==> config.mk <==
export PLATFORM = sky130hd
export DESIGN_NAME = relay_feedback_autotuner
export DESIGN_NICKNAME = d
export VERILOG_FILES = /design/src/rtl/rfa_pkg.sv /design/src/rtl/rfa_front.sv /design/src/rtl/rfa_fifo.sv /design/src/rtl/rfa_div.sv /design/src/rtl/rfa_back.sv /design/src/rtl/relay_feedback_autotuner.sv
export VERILOG_INCLUDE_DIRS = /design/src /design/src/rtl
export SDC_FILE = /design/constraint.sdc
export NUM_CORES = 2
export LEC_CHECK = 0
export BUFFER_PORTS_ARGS = -buffer_cell sky130_fd_sc_hd__buf_2
export CAP_MARGIN = 25
export CORE_UTILIZATION = 40
export CTS_CLUSTER_SIZE = 25
export DETAILED_ROUTE_END_ITERATION = 16
export SLEW_MARGIN = 40
export SYNTH_ARGS = -nofsm -noshare
export SYNTH_HDL_FRONTEND = slang
export SYNTH_HIERARCHICAL = 1
export SYNTH_SLANG_ARGS = --single-unit
==> constraint.sdc <==
create_clock -name clk -period 19.5 [get_ports clk]
set_clock_uncertainty 0.15 [all_clocks]
set_input_delay 4.875 -clock clk [delete_from_list [all_inputs] [get_ports clk]]
set_output_delay 4.875 -clock clk [all_outputs]
set_load 0.05 [all_outputs]
==> src/rtl/relay_feedback_autotuner_macros.svh <==
// ----------------------------------------------------------------------------
// Relay-feedback autotuner assertion macros
// Shared assertion forms for the autotuner RTL.
// ----------------------------------------------------------------------------
`ifndef RELAY_FEEDBACK_AUTOTUNER_MACROS_SVH
`define RELAY_FEEDBACK_AUTOTUNER_MACROS_SVH

// same-cycle implication
`define RFA_ASSERT_IMPL(label, clk, rst_n, ante, cons, msg) \
	label: assert property (@(posedge clk) disable iff (!rst_n) (ante) |-> (cons)) \
		else $error(msg);

// next-cycle implication
`define RFA_ASSERT_NEXT(label, clk, rst_n, ante, cons, msg) \
	label: assert property (@(posedge clk) disable iff (!rst_n) (ante) |=> (cons)) \
		else $error(msg);

`endif

==> src/rtl/rfa_pkg.sv <==
// ----------------------------------------------------------------------------
// Relay-feedback autotuner package
// Field widths, codes and transaction types shared by the autotuner modules.
// ----------------------------------------------------------------------------
package rfa_pkg;

	localparam int SAMPLE_W  = 24;
	localparam int TIME_W    = 32;
	localparam int AMP_W     = 23;
	localparam int CYC_W     = 8;
	localparam int SUM_W     = 40;
	localparam int ASUM_W    = 32;
	localparam int DIV_NUM_W = 41;
	localparam int DIV_DEN_W = 24;
	localparam int CONST_W   = 34;
	localparam int SPLIT_W   = 17;
	localparam int ACC_W     = AMP_W + CONST_W;
	localparam int CFG_AW    = 5;
	localparam int CFG_DW    = 32;

	localparam logic [CONST_W-1:0] INV_PI_Q35 = 34'd10937044409;

	localparam logic [1:0] KIND_SAMPLE = 2'd0;
	localparam logic [1:0] KIND_START  = 2'd1;
	localparam logic [1:0] KIND_ABORT  = 2'd2;

	localparam logic [2:0] REG_OUTPUT_MIN      = 3'd0;
	localparam logic [2:0] REG_OUTPUT_MAX      = 3'd1;
	localparam logic [2:0] REG_PV_MIN          = 3'd2;
	localparam logic [2:0] REG_PV_MAX          = 3'd3;
	localparam logic [2:0] REG_RELAY_AMPLITUDE = 3'd4;
	localparam logic [2:0] REG_HYSTERESIS_BAND = 3'd5;
	localparam logic [2:0] REG_CYCLES_REQUIRED = 3'd6;
	localparam logic [2:0] REG_MAX_TEST_MS     = 3'd7;

	typedef enum logic [1:0] {
		OP_SAMPLE,
		OP_START,
		OP_ABORT,
		OP_NONE
	} op_t;

	typedef enum logic [1:0] {
		RUN_IDLE   = 2'd0,
		RUN_ACTIVE = 2'd1,
		RUN_DONE   = 2'd2,
		RUN_ABORT  = 2'd3
	} run_t;

	typedef enum logic [2:0] {
		ERR_NONE      = 3'd0,
		ERR_CONFIG    = 3'd1,
		ERR_PV_LOW    = 3'd2,
		ERR_PV_HIGH   = 3'd3,
		ERR_OP_LIMIT  = 3'd4,
		ERR_NO_OSC    = 3'd5,
		ERR_TIMEOUT   = 3'd6,
		ERR_USER      = 3'd7
	} err_t;

	typedef struct packed {
		logic [1:0]                 kind;
		logic signed [SAMPLE_W-1:0] pv_sample;
		logic signed [SAMPLE_W-1:0] op_readback;
		logic [TIME_W-1:0]          now_ms;
		logic signed [SAMPLE_W-1:0] reference_pv;
		logic                       use_current_reference;
		logic                       reverse_action;
	} item_t;

	typedef struct packed {
		logic signed [SAMPLE_W-1:0] drive_value;
		logic                       relay_is_high;
		logic [1:0]                 run_state;
		logic [2:0]                 error_code;
		logic [CYC_W-1:0]           completed_cycles;
		logic [31:0]                ku_average;
		logic [TIME_W-1:0]          tu_average_ms;
		logic [SAMPLE_W-1:0]        amplitude_average;
		logic                       result_valid;
	} res_t;

	typedef struct packed {
		op_t                        op;
		logic signed [SAMPLE_W-1:0] pv;
		logic signed [SAMPLE_W-1:0] opr;
		logic [TIME_W-1:0]          now;
		logic signed [SAMPLE_W-1:0] ref_pv;
		logic                       use_cur;
		logic                       rev;
	} cmd_t;

	typedef struct packed {
		logic signed [SAMPLE_W-1:0] output_min;
		logic signed [SAMPLE_W-1:0] output_max;
		logic signed [SAMPLE_W-1:0] pv_min;
		logic signed [SAMPLE_W-1:0] pv_max;
		logic [AMP_W-1:0]           relay_amplitude;
		logic [AMP_W-1:0]           hysteresis_band;
		logic [CYC_W-1:0]           cycles_required;
		logic [TIME_W-1:0]          max_test_ms;
	} cfg_t;

endpackage

==> src/rtl/rfa_front.sv <==
// ----------------------------------------------------------------------------
// Autotuner front end
// Accepts input transactions, classifies their kind and pushes them to the queue.
// ----------------------------------------------------------------------------
module rfa_front (
	input  logic          clk,
	input  logic          arst_n,
	input  logic          in_valid,
	output logic          in_stall,
	input  rfa_pkg::item_t in_item,
	input  logic          q_full,
	output logic          push,
	output rfa_pkg::cmd_t push_cmd
);

	logic          valid_s1;
	rfa_pkg::cmd_t cmd_s1;
	rfa_pkg::cmd_t cmd_new;

	assign push     = valid_s1 && !q_full;
	assign in_stall = valid_s1 && q_full;
	assign push_cmd = cmd_s1;

	always_comb begin
		cmd_new.pv      = in_item.pv_sample;
		cmd_new.opr     = in_item.op_readback;
		cmd_new.now     = in_item.now_ms;
		cmd_new.ref_pv  = in_item.reference_pv;
		cmd_new.use_cur = in_item.use_current_reference;
		cmd_new.rev     = in_item.reverse_action;
		unique case (in_item.kind)
			rfa_pkg::KIND_SAMPLE: cmd_new.op = rfa_pkg::OP_SAMPLE;
			rfa_pkg::KIND_START:  cmd_new.op = rfa_pkg::OP_START;
			rfa_pkg::KIND_ABORT:  cmd_new.op = rfa_pkg::OP_ABORT;
			default:              cmd_new.op = rfa_pkg::OP_NONE;
		endcase
	end

	always_ff @(posedge clk or negedge arst_n) begin
		if (!arst_n) begin
			valid_s1 <= 1'b0;
		end else if (!in_stall) begin
			valid_s1 <= in_valid;
		end
	end

	always_ff @(posedge clk) begin
		if (!in_stall && in_valid) begin
			cmd_s1 <= cmd_new;
		end
	end

endmodule

==> src/rtl/rfa_fifo.sv <==
// ----------------------------------------------------------------------------
// Autotuner command queue
// Short register queue between the front end and the execution engine.
// ----------------------------------------------------------------------------
module rfa_fifo #(
	parameter int DEPTH = 2
) (
	input  logic          clk,
	input  logic          arst_n,
	input  logic          push,
	input  rfa_pkg::cmd_t push_data,
	output logic          full,
	input  logic          pop,
	output rfa_pkg::cmd_t pop_data,
	output logic          empty
);

	localparam int PTR_W = $clog2(DEPTH);
	localparam int CNT_W = $clog2(DEPTH + 1);

	rfa_pkg::cmd_t    mem_q [DEPTH];
	logic [PTR_W-1:0] wr_q;
	logic [PTR_W-1:0] rd_q;
	logic [CNT_W-1:0] cnt_q;

	assign full     = cnt_q == CNT_W'(DEPTH);
	assign empty    = cnt_q == '0;
	assign pop_data = mem_q[rd_q];

	always_ff @(posedge clk or negedge arst_n) begin
		if (!arst_n) begin
			wr_q  <= '0;
			rd_q  <= '0;
			cnt_q <= '0;
		end else begin
			if (push) begin
				wr_q <= (wr_q == PTR_W'(DEPTH - 1)) ? '0 : wr_q + 1'b1;
			end
			if (pop) begin
				rd_q <= (rd_q == PTR_W'(DEPTH - 1)) ? '0 : rd_q + 1'b1;
			end
			if (push && !pop) begin
				cnt_q <= cnt_q + 1'b1;
			end else if (pop && !push) begin
				cnt_q <= cnt_q - 1'b1;
			end
		end
	end

	always_ff @(posedge clk) begin
		if (push) begin
			mem_q[wr_q] <= push_data;
		end
	end

endmodule

==> src/rtl/rfa_div.sv <==
// ----------------------------------------------------------------------------
// Autotuner divider
// Restoring unsigned divider, one quotient bit per cycle.
// ----------------------------------------------------------------------------
module rfa_div (
	input  logic                          clk,
	input  logic                          arst_n,
	input  logic                          start,
	input  logic [rfa_pkg::DIV_NUM_W-1:0] num,
	input  logic [rfa_pkg::DIV_DEN_W-1:0] den,
	output logic                          busy,
	output logic                          done,
	output logic [rfa_pkg::DIV_NUM_W-1:0] quo
);

	localparam int NW = rfa_pkg::DIV_NUM_W;
	localparam int DW = rfa_pkg::DIV_DEN_W;
	localparam int CW = $clog2(NW + 1);

	logic [NW-1:0] work_q;
	logic [DW-1:0] rem_q;
	logic [DW-1:0] den_q;
	logic [CW-1:0] cnt_q;
	logic          busy_q;
	logic          done_q;
	logic [DW:0]   trial;
	logic          ge;
	logic [DW:0]   diff;

	assign trial = {rem_q, work_q[NW-1]};
	assign ge    = trial >= {1'b0, den_q};
	assign diff  = trial - {1'b0, den_q};
	assign busy  = busy_q;
	assign done  = done_q;
	assign quo   = work_q;

	always_ff @(posedge clk or negedge arst_n) begin
		if (!arst_n) begin
			busy_q <= 1'b0;
			done_q <= 1'b0;
			cnt_q  <= '0;
		end else begin
			done_q <= busy_q && cnt_q == CW'(1);
			if (start) begin
				busy_q <= 1'b1;
				cnt_q  <= CW'(NW);
			end else if (busy_q) begin
				cnt_q <= cnt_q - 1'b1;
				if (cnt_q == CW'(1)) begin
					busy_q <= 1'b0;
				end
			end
		end
	end

	always_ff @(posedge clk) begin
		if (start) begin
			work_q <= num;
			rem_q  <= '0;
			den_q  <= den;
		end else if (busy_q) begin
			rem_q  <= ge ? diff[DW-1:0] : trial[DW-1:0];
			work_q <= {work_q[NW-2:0], ge};
		end
	end

endmodule

==> src/rtl/rfa_back.sv <==
// ----------------------------------------------------------------------------
// Autotuner execution engine
// Runs start, sample and abort commands, measures cycles and holds the result.
// ----------------------------------------------------------------------------
`include "relay_feedback_autotuner_macros.svh"

module rfa_back (
	input  logic          clk,
	input  logic          arst_n,
	input  rfa_pkg::cfg_t cfg,
	input  logic          q_empty,
	input  rfa_pkg::cmd_t q_data,
	output logic          q_pop,
	output logic          out_valid,
	input  logic          out_stall,
	output rfa_pkg::res_t out_item
);

	localparam int SW = rfa_pkg::SAMPLE_W;
	localparam int TW = rfa_pkg::TIME_W;
	localparam int MW = rfa_pkg::AMP_W + rfa_pkg::SPLIT_W;
	localparam logic [rfa_pkg::SPLIT_W-1:0] C_LO = rfa_pkg::INV_PI_Q35[rfa_pkg::SPLIT_W-1:0];
	localparam logic [rfa_pkg::SPLIT_W-1:0] C_HI =
		rfa_pkg::INV_PI_Q35[rfa_pkg::CONST_W-1:rfa_pkg::SPLIT_W];

	typedef enum logic [9:0] {
		S_IDLE   = 10'b0000000001,
		S_EXEC   = 10'b0000000010,
		S_MUL_LO = 10'b0000000100,
		S_MUL_HI = 10'b0000001000,
		S_DIV_KU = 10'b0000010000,
		S_DIV_KM = 10'b0000100000,
		S_DIV_TM = 10'b0001000000,
		S_DIV_AM = 10'b0010000000,
		S_POST   = 10'b0100000000,
		S_EMIT   = 10'b1000000000
	} st_t;

	st_t                             state_q;
	rfa_pkg::cmd_t                   cmd_q;
	rfa_pkg::run_t                   test_q;
	rfa_pkg::err_t                   err_q;
	logic                            relay_q;
	logic                            pos_q;
	logic signed [SW-1:0]            bias_q;
	logic signed [SW-1:0]            hi_q;
	logic signed [SW-1:0]            lo_q;
	logic signed [SW-1:0]            ref_q;
	logic [TW-1:0]                   start_t_q;
	logic [TW-1:0]                   lht_q;
	logic                            started_q;
	logic                            warm_q;
	logic signed [SW-1:0]            clo_q;
	logic signed [SW-1:0]            chi_q;
	logic [rfa_pkg::SUM_W-1:0]       kusum_q;
	logic [rfa_pkg::SUM_W-1:0]       tusum_q;
	logic [rfa_pkg::ASUM_W-1:0]      ampsum_q;
	logic [rfa_pkg::CYC_W-1:0]       cnt_q;
	logic [31:0]                     kumean_q;
	logic [TW-1:0]                   tumean_q;
	logic [SW-1:0]                   ampmean_q;
	logic [rfa_pkg::DIV_DEN_W-1:0]   d_q;
	logic [TW-1:0]                   period_q;
	logic [rfa_pkg::ACC_W-1:0]       acc_q;
	logic                            div_go_q;
	logic                            out_valid_q;
	rfa_pkg::res_t                   out_q;

	logic signed [SW:0]              pv25;
	logic signed [SW:0]              op25;
	logic signed [SW:0]              ref25;
	logic signed [SW:0]              hb25;
	logic signed [SW:0]              ra25;
	logic signed [SW:0]              up25;
	logic signed [SW:0]              dn25;
	logic signed [SW:0]              hl25;
	logic signed [SW:0]              ll25;
	logic signed [SW:0]              dif25;
	logic signed [SW-1:0]            nlo;
	logic signed [SW-1:0]            nhi;
	logic signed [SW-1:0]            ref_sel;
	logic [TW-1:0]                   elapsed;
	logic [TW-1:0]                   period_new;
	logic                            sw_off;
	logic                            sw_on;
	logic                            cfg_bad;
	logic                            op_bad;
	logic                            smp_ok;
	logic                            cnt_go;
	logic [MW-1:0]                   mul_lo;
	logic [MW-1:0]                   mul_hi;
	logic [31:0]                     ku_sat;
	logic                            out_free;
	rfa_pkg::res_t                   res_new;

	logic                            div_busy;
	logic                            div_done;
	logic [rfa_pkg::DIV_NUM_W-1:0]   div_num;
	logic [rfa_pkg::DIV_DEN_W-1:0]   div_den;
	logic [rfa_pkg::DIV_NUM_W-1:0]   div_quo;

	rfa_div u_div (
		.clk   (clk),
		.arst_n(arst_n),
		.start (div_go_q),
		.num   (div_num),
		.den   (div_den),
		.busy  (div_busy),
		.done  (div_done),
		.quo   (div_quo)
	);

	assign q_pop     = state_q == S_IDLE && !q_empty;
	assign out_free  = !out_valid_q || !out_stall;
	assign out_valid = out_valid_q;
	assign out_item  = out_q;

	assign pv25    = {cmd_q.pv[SW-1], cmd_q.pv};
	assign op25    = {cmd_q.opr[SW-1], cmd_q.opr};
	assign ref25   = {ref_q[SW-1], ref_q};
	assign hb25    = $signed({2'b00, cfg.hysteresis_band});
	assign ra25    = $signed({2'b00, cfg.relay_amplitude});
	assign up25    = ref25 + hb25;
	assign dn25    = ref25 - hb25;
	assign hl25    = op25 + ra25;
	assign ll25    = op25 - ra25;
	assign nlo     = (cmd_q.pv < clo_q) ? cmd_q.pv : clo_q;
	assign nhi     = (cmd_q.pv > chi_q) ? cmd_q.pv : chi_q;
	assign dif25   = {nhi[SW-1], nhi} - {nlo[SW-1], nlo};
	assign ref_sel = cmd_q.use_cur ? cmd_q.pv : cmd_q.ref_pv;
	assign elapsed    = cmd_q.now - start_t_q;
	assign period_new = cmd_q.now - lht_q;
	assign sw_off  = relay_q && (pos_q ? pv25 >= up25 : pv25 <= dn25);
	assign sw_on   = !relay_q && (pos_q ? pv25 <= dn25 : pv25 >= up25);
	assign cfg_bad = cfg.relay_amplitude == '0 || cfg.cycles_required == '0 ||
		cfg.output_min >= cfg.output_max || cfg.pv_min >= cfg.pv_max;
	assign op_bad  = cmd_q.opr < cfg.output_min || cmd_q.opr > cfg.output_max ||
		hl25 > $signed({cfg.output_max[SW-1], cfg.output_max}) ||
		ll25 < $signed({cfg.output_min[SW-1], cfg.output_min});
	assign smp_ok  = elapsed < cfg.max_test_ms &&
		cmd_q.pv >= cfg.pv_min && cmd_q.pv <= cfg.pv_max &&
		cmd_q.opr >= cfg.output_min && cmd_q.opr <= cfg.output_max;
	assign cnt_go  = cmd_q.op == rfa_pkg::OP_SAMPLE && test_q == rfa_pkg::RUN_ACTIVE &&
		smp_ok && !sw_off && sw_on && started_q && dif25 != '0 &&
		period_new != '0 && warm_q;
	assign mul_lo  = MW'(cfg.relay_amplitude) * MW'(C_LO);
	assign mul_hi  = MW'(cfg.relay_amplitude) * MW'(C_HI);
	assign ku_sat  = (div_quo[rfa_pkg::DIV_NUM_W-1:32] != '0) ? '1 : div_quo[31:0];

	always_comb begin
		unique case (state_q)
			S_DIV_KU: begin
				div_num = acc_q[rfa_pkg::ACC_W-1:16];
				div_den = d_q;
			end
			S_DIV_KM: begin
				div_num = rfa_pkg::DIV_NUM_W'(kusum_q);
				div_den = rfa_pkg::DIV_DEN_W'(cnt_q);
			end
			S_DIV_TM: begin
				div_num = rfa_pkg::DIV_NUM_W'(tusum_q);
				div_den = rfa_pkg::DIV_DEN_W'(cnt_q);
			end
			S_DIV_AM: begin
				div_num = rfa_pkg::DIV_NUM_W'(ampsum_q);
				div_den = rfa_pkg::DIV_DEN_W'(cnt_q);
			end
			default: begin
				div_num = acc_q[rfa_pkg::ACC_W-1:16];
				div_den = d_q;
			end
		endcase
	end

	always_comb begin
		res_new.drive_value       = (test_q == rfa_pkg::RUN_ACTIVE) ?
			(relay_q ? hi_q : lo_q) : bias_q;
		res_new.relay_is_high     = relay_q;
		res_new.run_state         = test_q;
		res_new.error_code        = err_q;
		res_new.completed_cycles  = cnt_q;
		res_new.ku_average        = kumean_q;
		res_new.tu_average_ms     = tumean_q;
		res_new.amplitude_average = ampmean_q;
		res_new.result_valid      = test_q == rfa_pkg::RUN_DONE && cnt_q != '0;
	end

	always_ff @(posedge clk or negedge arst_n) begin
		if (!arst_n) begin
			state_q     <= S_IDLE;
			test_q      <= rfa_pkg::RUN_IDLE;
			err_q       <= rfa_pkg::ERR_NONE;
			relay_q     <= 1'b1;
			pos_q       <= 1'b1;
			bias_q      <= '0;
			hi_q        <= '0;
			lo_q        <= '0;
			ref_q       <= '0;
			start_t_q   <= '0;
			lht_q       <= '0;
			started_q   <= 1'b0;
			warm_q      <= 1'b0;
			clo_q       <= '0;
			chi_q       <= '0;
			kusum_q     <= '0;
			tusum_q     <= '0;
			ampsum_q    <= '0;
			cnt_q       <= '0;
			kumean_q    <= '0;
			tumean_q    <= '0;
			ampmean_q   <= '0;
			div_go_q    <= 1'b0;
			out_valid_q <= 1'b0;
		end else begin
			div_go_q    <= state_q == S_MUL_HI || (div_done && (state_q == S_DIV_KU ||
				state_q == S_DIV_KM || state_q == S_DIV_TM));
			out_valid_q <= (state_q == S_EMIT && out_free) || (out_valid_q && out_stall);
			unique case (state_q)
				S_IDLE: begin
					if (!q_empty) begin
						state_q <= S_EXEC;
					end
				end
				S_EXEC: begin
					state_q <= cnt_go ? S_MUL_LO : S_EMIT;
					unique case (cmd_q.op)
						rfa_pkg::OP_START: begin
							if (test_q != rfa_pkg::RUN_ACTIVE) begin
								if (cfg_bad) begin
									test_q <= rfa_pkg::RUN_ABORT;
									err_q  <= rfa_pkg::ERR_CONFIG;
								end else begin
									bias_q <= cmd_q.opr;
									if (cmd_q.pv < cfg.pv_min) begin
										test_q <= rfa_pkg::RUN_ABORT;
										err_q  <= rfa_pkg::ERR_PV_LOW;
									end else if (cmd_q.pv > cfg.pv_max) begin
										test_q <= rfa_pkg::RUN_ABORT;
										err_q  <= rfa_pkg::ERR_PV_HIGH;
									end else if (op_bad) begin
										hi_q   <= '0;
										lo_q   <= '0;
										test_q <= rfa_pkg::RUN_ABORT;
										err_q  <= rfa_pkg::ERR_OP_LIMIT;
									end else begin
										hi_q  <= hl25[SW-1:0];
										lo_q  <= ll25[SW-1:0];
										ref_q <= ref_sel;
										if (ref_sel < cfg.pv_min || ref_sel > cfg.pv_max) begin
											test_q <= rfa_pkg::RUN_ABORT;
											err_q  <= rfa_pkg::ERR_CONFIG;
										end else begin
											pos_q     <= cmd_q.rev;
											relay_q   <= 1'b1;
											start_t_q <= cmd_q.now;
											lht_q     <= '0;
											started_q <= 1'b0;
											warm_q    <= 1'b0;
											cnt_q     <= '0;
											kusum_q   <= '0;
											tusum_q   <= '0;
											ampsum_q  <= '0;
											kumean_q  <= '0;
											tumean_q  <= '0;
											ampmean_q <= '0;
											clo_q     <= cmd_q.pv;
											chi_q     <= cmd_q.pv;
											err_q     <= rfa_pkg::ERR_NONE;
											test_q    <= rfa_pkg::RUN_ACTIVE;
										end
									end
								end
							end
						end
						rfa_pkg::OP_SAMPLE: begin
							if (test_q == rfa_pkg::RUN_ACTIVE) begin
								if (elapsed >= cfg.max_test_ms) begin
									test_q <= rfa_pkg::RUN_ABORT;
									err_q  <= (cnt_q == '0) ? rfa_pkg::ERR_NO_OSC :
										rfa_pkg::ERR_TIMEOUT;
								end else if (cmd_q.pv < cfg.pv_min) begin
									test_q <= rfa_pkg::RUN_ABORT;
									err_q  <= rfa_pkg::ERR_PV_LOW;
								end else if (cmd_q.pv > cfg.pv_max) begin
									test_q <= rfa_pkg::RUN_ABORT;
									err_q  <= rfa_pkg::ERR_PV_HIGH;
								end else if (cmd_q.opr < cfg.output_min ||
										cmd_q.opr > cfg.output_max) begin
									test_q <= rfa_pkg::RUN_ABORT;
									err_q  <= rfa_pkg::ERR_OP_LIMIT;
								end else begin
									if (sw_off) begin
										relay_q <= 1'b0;
										clo_q   <= nlo;
										chi_q   <= nhi;
									end else if (sw_on) begin
										lht_q <= cmd_q.now;
										if (started_q && dif25 != '0 && period_new != '0 &&
												warm_q) begin
											d_q      <= dif25[rfa_pkg::DIV_DEN_W-1:0];
											period_q <= period_new;
											clo_q    <= nlo;
											chi_q    <= nhi;
										end else begin
											if (started_q && dif25 != '0 &&
													period_new != '0) begin
												warm_q <= 1'b1;
											end
											started_q <= 1'b1;
											relay_q   <= 1'b1;
											clo_q     <= cmd_q.pv;
											chi_q     <= cmd_q.pv;
										end
									end else begin
										clo_q <= nlo;
										chi_q <= nhi;
									end
								end
							end
						end
						rfa_pkg::OP_ABORT: begin
							if (test_q == rfa_pkg::RUN_ACTIVE) begin
								test_q <= rfa_pkg::RUN_ABORT;
								err_q  <= rfa_pkg::ERR_USER;
							end
						end
						default: begin
						end
					endcase
				end
				S_MUL_LO: begin
					acc_q   <= rfa_pkg::ACC_W'(mul_lo);
					state_q <= S_MUL_HI;
				end
				S_MUL_HI: begin
					acc_q    <= acc_q + {mul_hi, {rfa_pkg::SPLIT_W{1'b0}}};
					state_q  <= S_DIV_KU;
				end
				S_DIV_KU: begin
					if (div_done) begin
						kusum_q  <= kusum_q + rfa_pkg::SUM_W'(ku_sat);
						tusum_q  <= tusum_q + rfa_pkg::SUM_W'(period_q);
						ampsum_q <= ampsum_q + rfa_pkg::ASUM_W'(d_q);
						cnt_q    <= cnt_q + 1'b1;
						state_q  <= S_DIV_KM;
					end
				end
				S_DIV_KM: begin
					if (div_done) begin
						kumean_q <= div_quo[31:0];
						state_q  <= S_DIV_TM;
					end
				end
				S_DIV_TM: begin
					if (div_done) begin
						tumean_q <= div_quo[TW-1:0];
						state_q  <= S_DIV_AM;
					end
				end
				S_DIV_AM: begin
					if (div_done) begin
						ampmean_q <= div_quo[SW-1:0];
						state_q   <= S_POST;
					end
				end
				S_POST: begin
					if (cnt_q >= cfg.cycles_required) begin
						test_q <= rfa_pkg::RUN_DONE;
						err_q  <= rfa_pkg::ERR_NONE;
					end else begin
						relay_q <= 1'b1;
						clo_q   <= cmd_q.pv;
						chi_q   <= cmd_q.pv;
					end
					state_q <= S_EMIT;
				end
				S_EMIT: begin
					if (out_free) begin
						state_q <= S_IDLE;
					end
				end
				default: begin
					state_q <= S_IDLE;
				end
			endcase
		end
	end

	always_ff @(posedge clk) begin
		if (q_pop) begin
			cmd_q <= q_data;
		end
		if (state_q == S_EMIT && out_free) begin
			out_q <= res_new;
		end
	end

	`RFA_ASSERT_IMPL(a_div_start_idle, clk, arst_n, div_go_q, !div_busy, "divider restarted while busy")
	`RFA_ASSERT_IMPL(a_div_done_state, clk, arst_n, div_done, state_q == S_DIV_KU || state_q == S_DIV_KM || state_q == S_DIV_TM || state_q == S_DIV_AM, "divider result with no consumer")
	`RFA_ASSERT_IMPL(a_cycle_span, clk, arst_n, test_q == rfa_pkg::RUN_ACTIVE, chi_q >= clo_q, "cycle maximum below minimum")
	`RFA_ASSERT_IMPL(a_post_count, clk, arst_n, state_q == S_POST, cnt_q != '0, "cycle counted with zero count")
	`RFA_ASSERT_NEXT(a_emit_load, clk, arst_n, state_q == S_EMIT && out_free, out_valid_q && state_q == S_IDLE, "result not loaded")

endmodule

==> src/rtl/relay_feedback_autotuner.sv <==
// ----------------------------------------------------------------------------
// Relay-feedback autotuner
// Top level: APB register file, front end, command queue and execution engine.
// ----------------------------------------------------------------------------
// Input transactions (in_valid/in_stall, in_item) carry start, sample and abort
// commands; each one yields exactly one result transaction (out_valid/out_stall,
// out_item) holding the drive value and the test status, in order.
// The user must write registers over the APB port only while no transaction is
// in flight; the block does not enforce this. pready is always high and reads
// return the stored value. An ordinary item passes through the EXEC and EMIT
// states to the output register. A sample that counts an oscillation cycle
// also runs a split multiplication (low half, then high half) and four passes
// of the shared bit-serial divider (Ku, then the three averages), each giving
// 41 quotient bits. The engine works one command at a time; the front stage
// and a QUEUE_DEPTH-entry queue keep taking input while it is busy, so
// in_stall rises only once both are full.
// When the receiver stalls, the result stays in the output register and the
// engine waits with its next result; input is taken until the queue fills.
// Reset clears the registers to their defaults, the test to idle with the
// relay high, and empties the queue and the output register.
// ----------------------------------------------------------------------------
module relay_feedback_autotuner #(
	parameter int QUEUE_DEPTH = 2
) (
	input  logic                       clk,
	input  logic                       arst_n,
	input  logic                       in_valid,
	output logic                       in_stall,
	input  rfa_pkg::item_t             in_item,
	output logic                       out_valid,
	input  logic                       out_stall,
	output rfa_pkg::res_t              out_item,
	input  logic                       psel,
	input  logic                       penable,
	input  logic                       pwrite,
	input  logic [rfa_pkg::CFG_AW-1:0] paddr,
	input  logic [rfa_pkg::CFG_DW-1:0] pwdata,
	output logic [rfa_pkg::CFG_DW-1:0] prdata,
	output logic                       pready
);

	rfa_pkg::cfg_t cfg_q;
	logic          cfg_wr;
	logic [2:0]    reg_idx;
	logic          q_full;
	logic          q_empty;
	logic          push;
	logic          pop;
	rfa_pkg::cmd_t push_cmd;
	rfa_pkg::cmd_t pop_cmd;

	assign pready  = 1'b1;
	assign cfg_wr  = psel && penable && pwrite && pready;
	assign reg_idx = paddr[rfa_pkg::CFG_AW-1:2];

	always_comb begin
		unique case (reg_idx)
			rfa_pkg::REG_OUTPUT_MIN:      prdata = rfa_pkg::CFG_DW'(cfg_q.output_min);
			rfa_pkg::REG_OUTPUT_MAX:      prdata = rfa_pkg::CFG_DW'(cfg_q.output_max);
			rfa_pkg::REG_PV_MIN:          prdata = rfa_pkg::CFG_DW'(cfg_q.pv_min);
			rfa_pkg::REG_PV_MAX:          prdata = rfa_pkg::CFG_DW'(cfg_q.pv_max);
			rfa_pkg::REG_RELAY_AMPLITUDE: prdata = rfa_pkg::CFG_DW'(cfg_q.relay_amplitude);
			rfa_pkg::REG_HYSTERESIS_BAND: prdata = rfa_pkg::CFG_DW'(cfg_q.hysteresis_band);
			rfa_pkg::REG_CYCLES_REQUIRED: prdata = rfa_pkg::CFG_DW'(cfg_q.cycles_required);
			default:                      prdata = cfg_q.max_test_ms;
		endcase
	end

	always_ff @(posedge clk or negedge arst_n) begin
		if (!arst_n) begin
			cfg_q.output_min      <= 24'sh800000;
			cfg_q.output_max      <= 24'sh7FFFFF;
			cfg_q.pv_min          <= 24'sh800000;
			cfg_q.pv_max          <= 24'sh7FFFFF;
			cfg_q.relay_amplitude <= 23'd1280;
			cfg_q.hysteresis_band <= 23'd128;
			cfg_q.cycles_required <= 8'd5;
			cfg_q.max_test_ms     <= 32'd600000;
		end else if (cfg_wr) begin
			unique case (reg_idx)
				rfa_pkg::REG_OUTPUT_MIN:      cfg_q.output_min      <= pwdata[23:0];
				rfa_pkg::REG_OUTPUT_MAX:      cfg_q.output_max      <= pwdata[23:0];
				rfa_pkg::REG_PV_MIN:          cfg_q.pv_min          <= pwdata[23:0];
				rfa_pkg::REG_PV_MAX:          cfg_q.pv_max          <= pwdata[23:0];
				rfa_pkg::REG_RELAY_AMPLITUDE: cfg_q.relay_amplitude <= pwdata[22:0];
				rfa_pkg::REG_HYSTERESIS_BAND: cfg_q.hysteresis_band <= pwdata[22:0];
				rfa_pkg::REG_CYCLES_REQUIRED: cfg_q.cycles_required <= pwdata[7:0];
				default:                      cfg_q.max_test_ms     <= pwdata;
			endcase
		end
	end

	rfa_front u_front (
		.clk     (clk),
		.arst_n  (arst_n),
		.in_valid(in_valid),
		.in_stall(in_stall),
		.in_item (in_item),
		.q_full  (q_full),
		.push    (push),
		.push_cmd(push_cmd)
	);

	rfa_fifo #(
		.DEPTH(QUEUE_DEPTH)
	) u_fifo (
		.clk      (clk),
		.arst_n   (arst_n),
		.push     (push),
		.push_data(push_cmd),
		.full     (q_full),
		.pop      (pop),
		.pop_data (pop_cmd),
		.empty    (q_empty)
	);

	rfa_back u_back (
		.clk      (clk),
		.arst_n   (arst_n),
		.cfg      (cfg_q),
		.q_empty  (q_empty),
		.q_data   (pop_cmd),
		.q_pop    (pop),
		.out_valid(out_valid),
		.out_stall(out_stall),
		.out_item (out_item)
	);

endmodule
==> flow_metrics.env <==
export IMPL_slowest_delay_ps=750
export IMPL_yosysSeqAreaShare_pct=42.1
export IMPL_cp_max_fo=54
export IMPL_synth_simple_gate_area_share_pct=10.7
export IMPL_netlist_area_um2=90300
export IMPL_clk_latency_ps=840
export IMPL_synth_xor_area_share_pct=3.59
export IMPL_die_w_um=477
export IMPL_post_cts_resized=0
export IMPL_first_iter_violations=5278
export IMPL_synth_cells=8367
export IMPL_seqCellArea_um2=38000
export IMPL_synth_mux_area_share_pct=6.25
export IMPL_synth_adder_area_share_pct=19.1
export IMPL_synthTopCellsByArea="edfxtp_1, dfrtp_1, ha_1"
export IMPL_antenna_found_initial=24
export IMPL_yosys_warnings=6
export IMPL_yosysTopAreaCellShare_pct=24.0
export IMPL_grt_max_degree=96
export IMPL_rr_startpoint="cfg_q[64]$_DFFE_PN0P_"
export IMPL_synthArstFlopShare_pct=45.9
export IMPL_min_period_over_period_pct=64.7
export IMPL_io_buffer_count=310
export IMPL_clock_sinks=1377
export IMPL_hold_class="register to register"
export IMPL_critPathLaunch="paddr[4]"
export IMPL_cts_made_buffers=156
export IMPL_reg2reg_slack_ps=9620
export IMPL_die_y_um=477
export IMPL_cpMaxStageDelayCell="a41oi_1"
export IMPL_initial_utilization_pct=40.2
export IMPL_nNetsFinal=10049
export IMPL_via_per_inst=5.54
export IMPL_synth_top_family_by_area="adder cells"
export IMPL_yosys_area_top_type="edfxtp_1"
export IMPL_cts_tree="built"
export IMPL_cp_common_cell="buf_2"
export IMPL_synth_common_cells="ha_1, inv_1, edfxtp_1"
export IMPL_synth_edf_count=721
export IMPL_rr_endpoint="u_back/chi_q[12]$_DFFE_PN0P_"
export IMPL_die_area_um2=228000
export IMPL_vias=65483
export IMPL_finalHoldViolations=0
export IMPL_path_class="primary input to output port"
export IMPL_post_synth_top_count_cell="ha_1"
export IMPL_status="complete, no violations"
export IMPL_rsz0062_at_grt="no"
export IMPL_synth_compound_gate_area_share_pct=13.4
export IMPL_worst_pin_slew_ps=965
export IMPL_core_area_um2=225000
export IMPL_drv_cap=0
export IMPL_relSlewSlack_pct=35.0
export IMPL_crit_end="prdata[10]"
export IMPL_hold_start="u_front/push_cmd[88]$_DFFE_PP_"
export IMPL_dpl_hpwl_mm=211
export IMPL_ant_nets=0
export IMPL_post_cts_buffers=0
export IMPL_ff2ff_path_depth=32
export IMPL_wl_per_cell_um=23.2
export IMPL_multiInputGateArea_um2=48200
export IMPL_grt_remaining_overflow=0
export IMPL_pin_count=314
export IMPL_groute_usage_overall_pct=23.7
export IMPL_path_clk_slew_ps=60
export IMPL_ctsHoldBuffers=0
export IMPL_finalCriticalPeriod_ps=12610
export IMPL_h_tree_depth=4
export IMPL_path_cells="buf_2, buf_4, and2_1, o21ai_0, a41oi_1, buf_2"
export IMPL_grt_pass1_vias=65362
export IMPL_dr_pass1_iters=7
export IMPL_synth_seq_cells=1377
export IMPL_grt_pass1_wl_mm=409
export IMPL_cts_buffer_depth=3
export IMPL_slew_viol_final=0
export IMPL_finalWeightedCongestion=0.949
export IMPL_ys_flop_type="edfxtp_1"
export IMPL_n_fill_cell=21099
export IMPL_syn_num_nets=9740
export IMPL_yosysUniqueCellTypes=126
export IMPL_drive_above_1_share_pct=14.9
export IMPL_drc_errors=0
export IMPL_syn_to_final_growth_pct=11.8
export IMPL_finalSetupViolations=0
export IMPL_cts_root_buf="clkbuf_16"
export IMPL_worstSetupEndpointType="output port"
export IMPL_fmax_mhz=79.3
export IMPL_drt_total_wl_mm=274
export IMPL_critPathArrivalTime_ps=7590
export IMPL_final_setup_tns_ps=0
export IMPL_required_ps=14480
export IMPL_avgSynthCellArea_um2=10.8
export IMPL_num_rows=174
export IMPL_critPathLaunchType="primary input"
[through the flow]
step	instances	setup WS (ps)	util (%)	hold WS [ps]	cell area [um^2]
6_report	11812	6890	44.9	272	101000
5_1_grt	11809	6910	44.9	286	101000
4_1_cts	11798	7010	44.9	278	101000
3_5_place_dp	11506	6990	42.5	280	95500
3_3_place_gp	11499	6540	42.4	273	95200
2_1_floorplan	8367	5910	-	269	90300
[registers in the layout (all words and copies together) (netlist names), 40 cells and up]
name              count
u_back/kusum_q       40
u_back/u_div/quo     41
u_back/cmd_q        108
u_fifo/mem_q        216
u_back/out_item     127
u_back/acc_q         41
cfg_q               182
u_front/push_cmd    108
u_back/tusum_q       40
[how the worst min path moves through the flow]
stage,cells after the start,endpoint
floorplan,0,u_back/out_item[97]$_DFFE_PP_
global placement,0,u_fifo/mem_q[0][104]$_DFFE_PP_
detailed placement,0,u_fifo/mem_q[0][25]$_DFFE_PP_
CTS,0,u_fifo/mem_q[0][88]$_DFFE_PP_
global route,0,u_fifo/mem_q[0][88]$_DFFE_PP_
finish,0,u_fifo/mem_q[0][88]$_DFFE_PP_
[metal layers]
| metal | vias up | global-route usage, % | routed length, um |
|---|---|---|---|
| li1 | 30649 | - | - |
| met1 | 32360 | 31.9 | 121000 |
| met2 | 2004 | 38.5 | 126000 |
| met3 | 462 | 2.70 | 14200 |
| met4 | 8 | 10.5 | 12700 |
| met5 | - | 0 | 57 |
[placed cells by master (no fill, tap or decap), types with 40 or more instances in the layout]
cell	instances
o21bai_1	60
nand4_1	99
o31ai_1	72
mux2_2	405
fa_1	263
xnor2_1	238
a21o_1	181
and2_1	44
mux2i_1	48
nand2_1	687
dfrtp_1	563
o21a_1	126
or3_1	54
buf_2	309
nor3_1	118
ha_1	957
inv_1	811
and3_1	40
nor2b_1	98
xor2_1	132
a22o_1	45
edfxtp_1	721
nor2_1	423
a22oi_1	43
nand2b_1	90
a21oi_1	425
a211oi_1	40
dfstp_2	64
or2_2	56
buf_4	87
clkbuf_16	157
o21ai_0	437
nand3_1	112
clkbuf_1	46
[kinds of logic after synthesis]
logic type,count (synthesis)
compound gates,1825
xor+xnor,370
fa+ha+maj,1224
buf+inv,1078
flops,1377
mux,500
other cells,1
simple gates,1992
[area by class of cell]
cell class	count	area share, %
clock inverters	80	1.11
well taps	2992	3.71
clock buffers	212	4.19
repair buffers	418	2.55
inverters	811	3.02
diodes	10	0.0248
flip-flops and latches	1377	37.7
multi-input cells	5912	47.7
[critical path: cells and delay by family]
kind	cells	cell delay, ps
compound gates	2	970
simple gates	1	690
buf+inv	3	990
Power is left out: the tool's default activity adds up to more than one toggle a clock period on the data nets, which glitch-free logic cannot reach.
